**src/rtl/sed_pkg.sv**
```systemverilog
package sed_pkg;

  // Fixed field widths
  localparam int COORD_W = 16;
  localparam int DIST_W  = 32;

  // Configuration port geometry: 64-bit registers at 8-byte spacing
  localparam int APB_ADDR_W = 5;
  localparam int APB_DATA_W = 64;

  // Register indexes (paddr[4:3])
  localparam logic [1:0] REG_ROW0 = 2'd0;
  localparam logic [1:0] REG_ROW1 = 2'd1;
  localparam logic [1:0] REG_ROW2 = 2'd2;

  // One point correspondence
  typedef struct packed {
    logic signed [COORD_W-1:0] first_u;
    logic signed [COORD_W-1:0] first_v;
    logic signed [COORD_W-1:0] first_w;
    logic signed [COORD_W-1:0] second_u;
    logic signed [COORD_W-1:0] second_v;
    logic signed [COORD_W-1:0] second_w;
  } in_t;

  // One result
  typedef struct packed {
    logic [DIST_W-1:0] distance;
    logic              zero_denominator;
  } out_t;

  // Control travelling down the divider stages
  typedef struct packed {
    logic valid;
    logic zero;
    logic sat;
  } div_ctl_t;

endpackage

```
**src/rtl/sed_div_step.sv**
```systemverilog
module sed_div_step #(
  parameter int DEN_W = 74,
  parameter int SHIFT = 0
) (
  input  logic                clk,
  input  logic                rst,
  input  logic                en,
  input  sed_pkg::div_ctl_t   ctl_in,
  input  logic [DEN_W-1:0]    den_in,
  input  logic [DEN_W+31:0]   rem_in,
  input  logic [31:0]         q_in,
  output sed_pkg::div_ctl_t   ctl_out,
  output logic [DEN_W-1:0]    den_out,
  output logic [DEN_W+31:0]   rem_out,
  output logic [31:0]         q_out
);
  import sed_pkg::*;

  localparam int          RW   = DEN_W + 32;
  localparam logic [31:0] QBIT = 32'd1 << SHIFT;

  logic [RW-1:0] trial;
  logic [RW:0]   diff;

  // Trial subtract of the shifted divisor
  assign trial = RW'(den_in) << SHIFT;
  assign diff  = {1'b0, rem_in} - {1'b0, trial};

  always_ff @(posedge clk) begin
    if (rst) begin
      ctl_out <= '0;
    end else if (en) begin
      ctl_out <= ctl_in;
    end
  end

  // Restore on borrow, else keep the difference and set the quotient bit
  always_ff @(posedge clk) begin
    if (en) begin
      den_out <= den_in;
      if (!diff[RW]) begin
        rem_out <= diff[RW-1:0];
        q_out   <= q_in | QBIT;
      end else begin
        rem_out <= rem_in;
        q_out   <= q_in;
      end
    end
  end

endmodule

```
**config.mk**
```make
export PLATFORM = sky130hd
export DESIGN_NAME = sed_div_step
export DESIGN_NICKNAME = d
export VERILOG_FILES = /design/src/rtl/sed_pkg.sv /design/src/rtl/sed_div_step.sv
export SDC_FILE = /design/constraint.sdc
export NUM_CORES = 1
export LEC_CHECK = 0
export ABC_CLOCK_PERIOD_IN_PS = 4100
export BUFFER_PORTS_ARGS = -buffer_cell sky130_fd_sc_hd__buf_4
export CORE_AREA = 2 2 169 171
export CTS_BUF_LIST = sky130_fd_sc_hd__clkbuf_8 sky130_fd_sc_hd__clkbuf_16
export CTS_CLUSTER_DIAMETER = 150
export DETAILED_ROUTE_END_ITERATION = 10
export DIE_AREA = 0 0 171 173
export GPL_ROUTABILITY_DRIVEN = 0
export GPL_TIMING_DRIVEN = 0
export MAX_ROUTING_LAYER = met4
export PLACE_DENSITY_LB_ADDON = 0.1
export SLEW_MARGIN = 20
export SYNTH_ARGS = -nofsm -noshare
export SYNTH_HDL_FRONTEND = slang
export SYNTH_SLANG_ARGS = --single-unit
```
**constraint.sdc**
```tcl
create_clock -name clk -period 4.1 [get_ports clk]
set_input_delay 0.205 -clock clk [delete_from_list [all_inputs] [get_ports clk]]
set_output_delay 0.205 -clock clk [all_outputs]
set_load 0.005 [all_outputs]
```
**Word-level counts from Yosys, hierarchy flattened**

Index checks and enable logic that the tools add are counted.

- Add/sub/neg operators: 1
- Muxes and demuxes: 1

Operators by type and width:

| kind | count |
|---|---|
| 106-bit by 74-bit subtractor with 107-bit output | 1 |
| 106-bit two-way mux | 1 |

- Register bits after elaboration: 215
- Bits of input ports: 218
- Logic and storage cells: 9

**Logic depth before layout (Yosys ltp)**

- Word-level depth: 2
- Depth in mapped cells: 16
- Depth with buffers taken out: 14

**Worst setup path after synthesis**

Ideal clock, no wire load.

- Path kind: input port to flip-flop
- Start: input den_in[21]
- End: register rem_out[96], data pin
- Library setup time: 0.264 ns
- Data arrival time: 3.059 ns
- Required time: 3.836 ns
- Setup slack: 0.777 ns
- Stages: 13
- Buffers on the path: 2
- Cell sequence: inv_1 ha_1 buf_2 nand4_2 or4_1 nor3_1 a21bo_2 a2111oi_4 or3_1 buf_4 or4b_4 a211oi_2 xor2_1

- Longest elaborated chain between the ends: 2

RTL lines:

| element | line | text |
|---|---|---|
| start: declaration | sed_div_step.sv:9 | `input logic [DEN_W-1:0] den_in,` |
| 106-bit by 74-bit subtractor with 107-bit output | sed_div_step.sv:27 | `assign diff = {1'b0, rem_in} - {1'b0, trial};` |
| 106-bit two-way mux | sed_div_step.sv:41 | `if (!diff[RW]) begin` |
| end signal: assignment | sed_div_step.sv:42 | `rem_out <= diff[RW-1:0];` |
| end signal: assignment | sed_div_step.sv:45 | `rem_out <= rem_in;` |
| end: declaration | sed_div_step.sv:14 | `output logic [DEN_W+31:0] rem_out,` |

Every way passes these cells.
A chain may end at the register's enable or synchronous reset.

**Worst setup path after layout**

- Start: input den_in[36]
- End: register rem_out[72], data pin

The elaborated chain is that of the path after synthesis.

==> impl_metrics.ini <==
[power_and_ir_drop]
totalPowerFinal_mw = 6.66
power_density_mw_per_mm2 = 341
ir_worst_vdd_v = 0.000350
power.leakage_nw = 8.43

[critical_path]
reg2reg_to = ctl_out[2]
endpoint_kind = flop
start_kind = input pin
r2r_cells = 3
worstSetupStartpoint = den_in[36]
rrSetupSlack_ns = 2.93
crit_arrival_ns = 4.26
crit_required_ns = 4.38
crit_fanout = 8
r2r_start = ctl_out[2]
worstSetupPathType = in2reg

[layout]
design_area_mm2 = 0.0195
synthToLayoutAreaGrowth_pct = 45.9
utilization = 0.707
drive_above_1_share = 0.261
nets = 2262

[status]
outcome = finished clean

[clocking]
cts_tree = built
cts_max_level = 1
ctsRootBufferMaster = clkbuf_16
ctsLongestPathBuffers = 3
insertion_delay_ns = 0.53
numClockSinks = 215
clk_pin_slew_worst_paths_ns = 0.06
numCtsBuffers = 24

[worst_hold_path]
hold_path.class = in2reg
whs_path_depth = 3
hp-start = rem_in[39]
hold_path_end = rem_out[39]

[run]
cap_violations = 0

[synth]
netlist.area_leader.share = 0.475
synthTopCellsByArea = edfxtp_1, ha_1, a21oi_1
syn_inst = 1354
ys_warn_count = 0
synth_compound_area_frac = 0.167
synth_common_cells = edfxtp_1, a21oi_1, nor2_1
synth_ff_type = edfxtp_1
muxShareOfSynthArea = 0.0148
synth_xor_area_frac = 0.0654
synth_fp_nets = 1647
synth-simple-area-share = 0.154
ys_async_sr_fraction = 0
yosysSeqAreaShare = 0.480
yosysMostFrequentCell = edfxtp_1
synthAdderAreaFrac = 0.0706
synth-seq-cells = 215
synth_top_family_by_area = compound AO/OA/AOI/OAI gates
synth-edff-count = 212
synth_area_leader_cell = edfxtp_1
synth_cell_types = 70
syn_avg_cell_area_um2 = 9.89
syn_area_mm2 = 0.0134

[floorplan]
row_count = 61
coreArea_mm2 = 0.0276
start_util = 0.485
die_x_um = 171
io_pins = 433
die-area_mm2 = 0.0296
die_height_um = 173

[sta]
clock_skew_ns = 0
fmax_mhz = 251
final_hold_viol_count = 0
relSlewSlack = 0.499
fin_crit_sh = 0.970
final_max_slew_viol_count = 0
setup_viol = 0
worst_pin_slew_ns = 0.744
fin_crit_ns = 3.98

[place]
portBuffers = 431
place_hpwl_um = 34000
placed_area_mm2 = 0.0172

[global_routing]
grt-ovfl-total = 0
grt_pass1_vias = 12800
grt_max_degree = 93
antenna_found_initial = 2
grtUsageTotal = 0.306
grt_pass1_wl_um = 68700

[route]
drt-vias-per-instance = 5.51
drt_iter0_drc = 1021
postRouteAntennaNets = 0
drc = 0
first_pass_iters = 5
totalWireLength_um = 45500
vias = 13000
wl_per_cell_um = 19.2
[worst max path at each step]
| stage | to | slack (ns) | cells past startpoint |
|---|---|---|---|
| finish | rem_out[72] | 0.12 | 15 |
| global placement | rem_out[94] | -0.05 | 16 |
| global route | rem_out[57] | -0.007 | 14 |
| detailed placement | rem_out[94] | -0.1 | 16 |
| floorplan | rem_out[96] | 0.78 | 13 |
| CTS | rem_out[88] | 0.006 | 15 |
[per-layer routing]
layer,part of all wire,vias up,GRT usage
met5,0,-,-
met4,0.030,0,0.0943
met3,0.11,96,0.0801
met2,0.47,661,0.486
met1,0.40,6078,0.381
li1,-,6196,-
[cells by family after synthesis]
group | count (synthesis)
AND/OR/NAND/NOR | 420
AO/OA/AOI/OAI | 365
flip-flops | 215
buffers and inverters | 161
XOR/XNOR | 100
adder cells (fa/ha/maj) | 75
multiplexers | 18
[stage by stage]
step,hold slack (ns),setup TNS (ns),worst slack (ns),std cells
after global placement,0.383,-0.0518,-0.0518,2163
after CTS,0.00126,0,0.00575,2364
after detailed placement,0.384,-0.0962,-0.0962,2165
after global routing,0.00563,-0.00736,-0.00736,2367
final,0.0110,0,0.124,2367
after floorplan,0.277,0,0.777,1354
[cell type report]
cell class	instances	area (um2)
timing repair buffer	590	4860
buffer	64	292
multi-input combinational	978	6370
clock buffer	25	626
fill	2059	8090
sequential	215	6430
tap	378	473
antenna	2	5.00
inverter	96	360
clock inverter	19	120
[sequential cells by signal, summed over array words and instances (netlist names)]
signal and count:
q_out 32, ctl_out 3, rem_out 106, den_out 74
[cells in the final DEF (no fill, tap or decap), types with 4 or more instances in the layout]
cell type        n
ha_1            74
nor2_1         137
o21bai_1        24
a211oi_1         7
clkbuf_1        45
nand2b_1        13
and3_1          13
nor4_2           5
o21a_1           7
clkbuf_16       25
a21o_1          45
or2_2            5
mux2i_1          4
nor4_1          19
nand4_1         34
mux2_1          14
nor3_1          26
o211ai_1         6
or3_1            9
xor2_1          51
nor2b_1          8
and2_1           4
clkinv_2         5
buf_6            4
xnor2_1         49
nand3_1         24
edfxtp_1       212
buf_2           14
and4_1           7
nand2_1         95
clkinv_1         8
dlygate4sd3_1  155
buf_4          433
o31ai_1          7
a31oi_1          8
inv_1           97
a21oi_1        163
o21ai_0         58
a311oi_1         4
[worst max-delay path, stage by stage]
cell and delay, ns:
dlygate4sd3_1 0.55, buf_4 0.12, inv_1 0.04, ha_1 0.26
clkbuf_1 0.31, nand4_1 0.30, nor4_2 0.48, and3_1 0.27
nand2_1 0.08, a21oi_1 0.12, and3b_1 0.28, o31a_1 0.43
o31ai_1 0.40, xor2_1 0.12, mux2_1 0.31
[power by group]
part	internal, mW	switching (mW)	leakage, nW	total [mW]
Sequential	2.72	0.0721	2.10	2.79
Clock	1.16	0.899	0.364	2.06
Combinational	0.891	0.917	5.96	1.81
Total	4.77	1.89	8.43	6.66
[timing repair]
item / 4_1_cts / 5_1_grt
endpoints found under the hold margin: 154 / 0
gates resized for setup: 0 / 12
setup endpoints to repair: 0 / 11
setup buffers: 0 / 2
hold buffers: 155 / 0
Note: power is estimated with default switching activity, not from simulation.
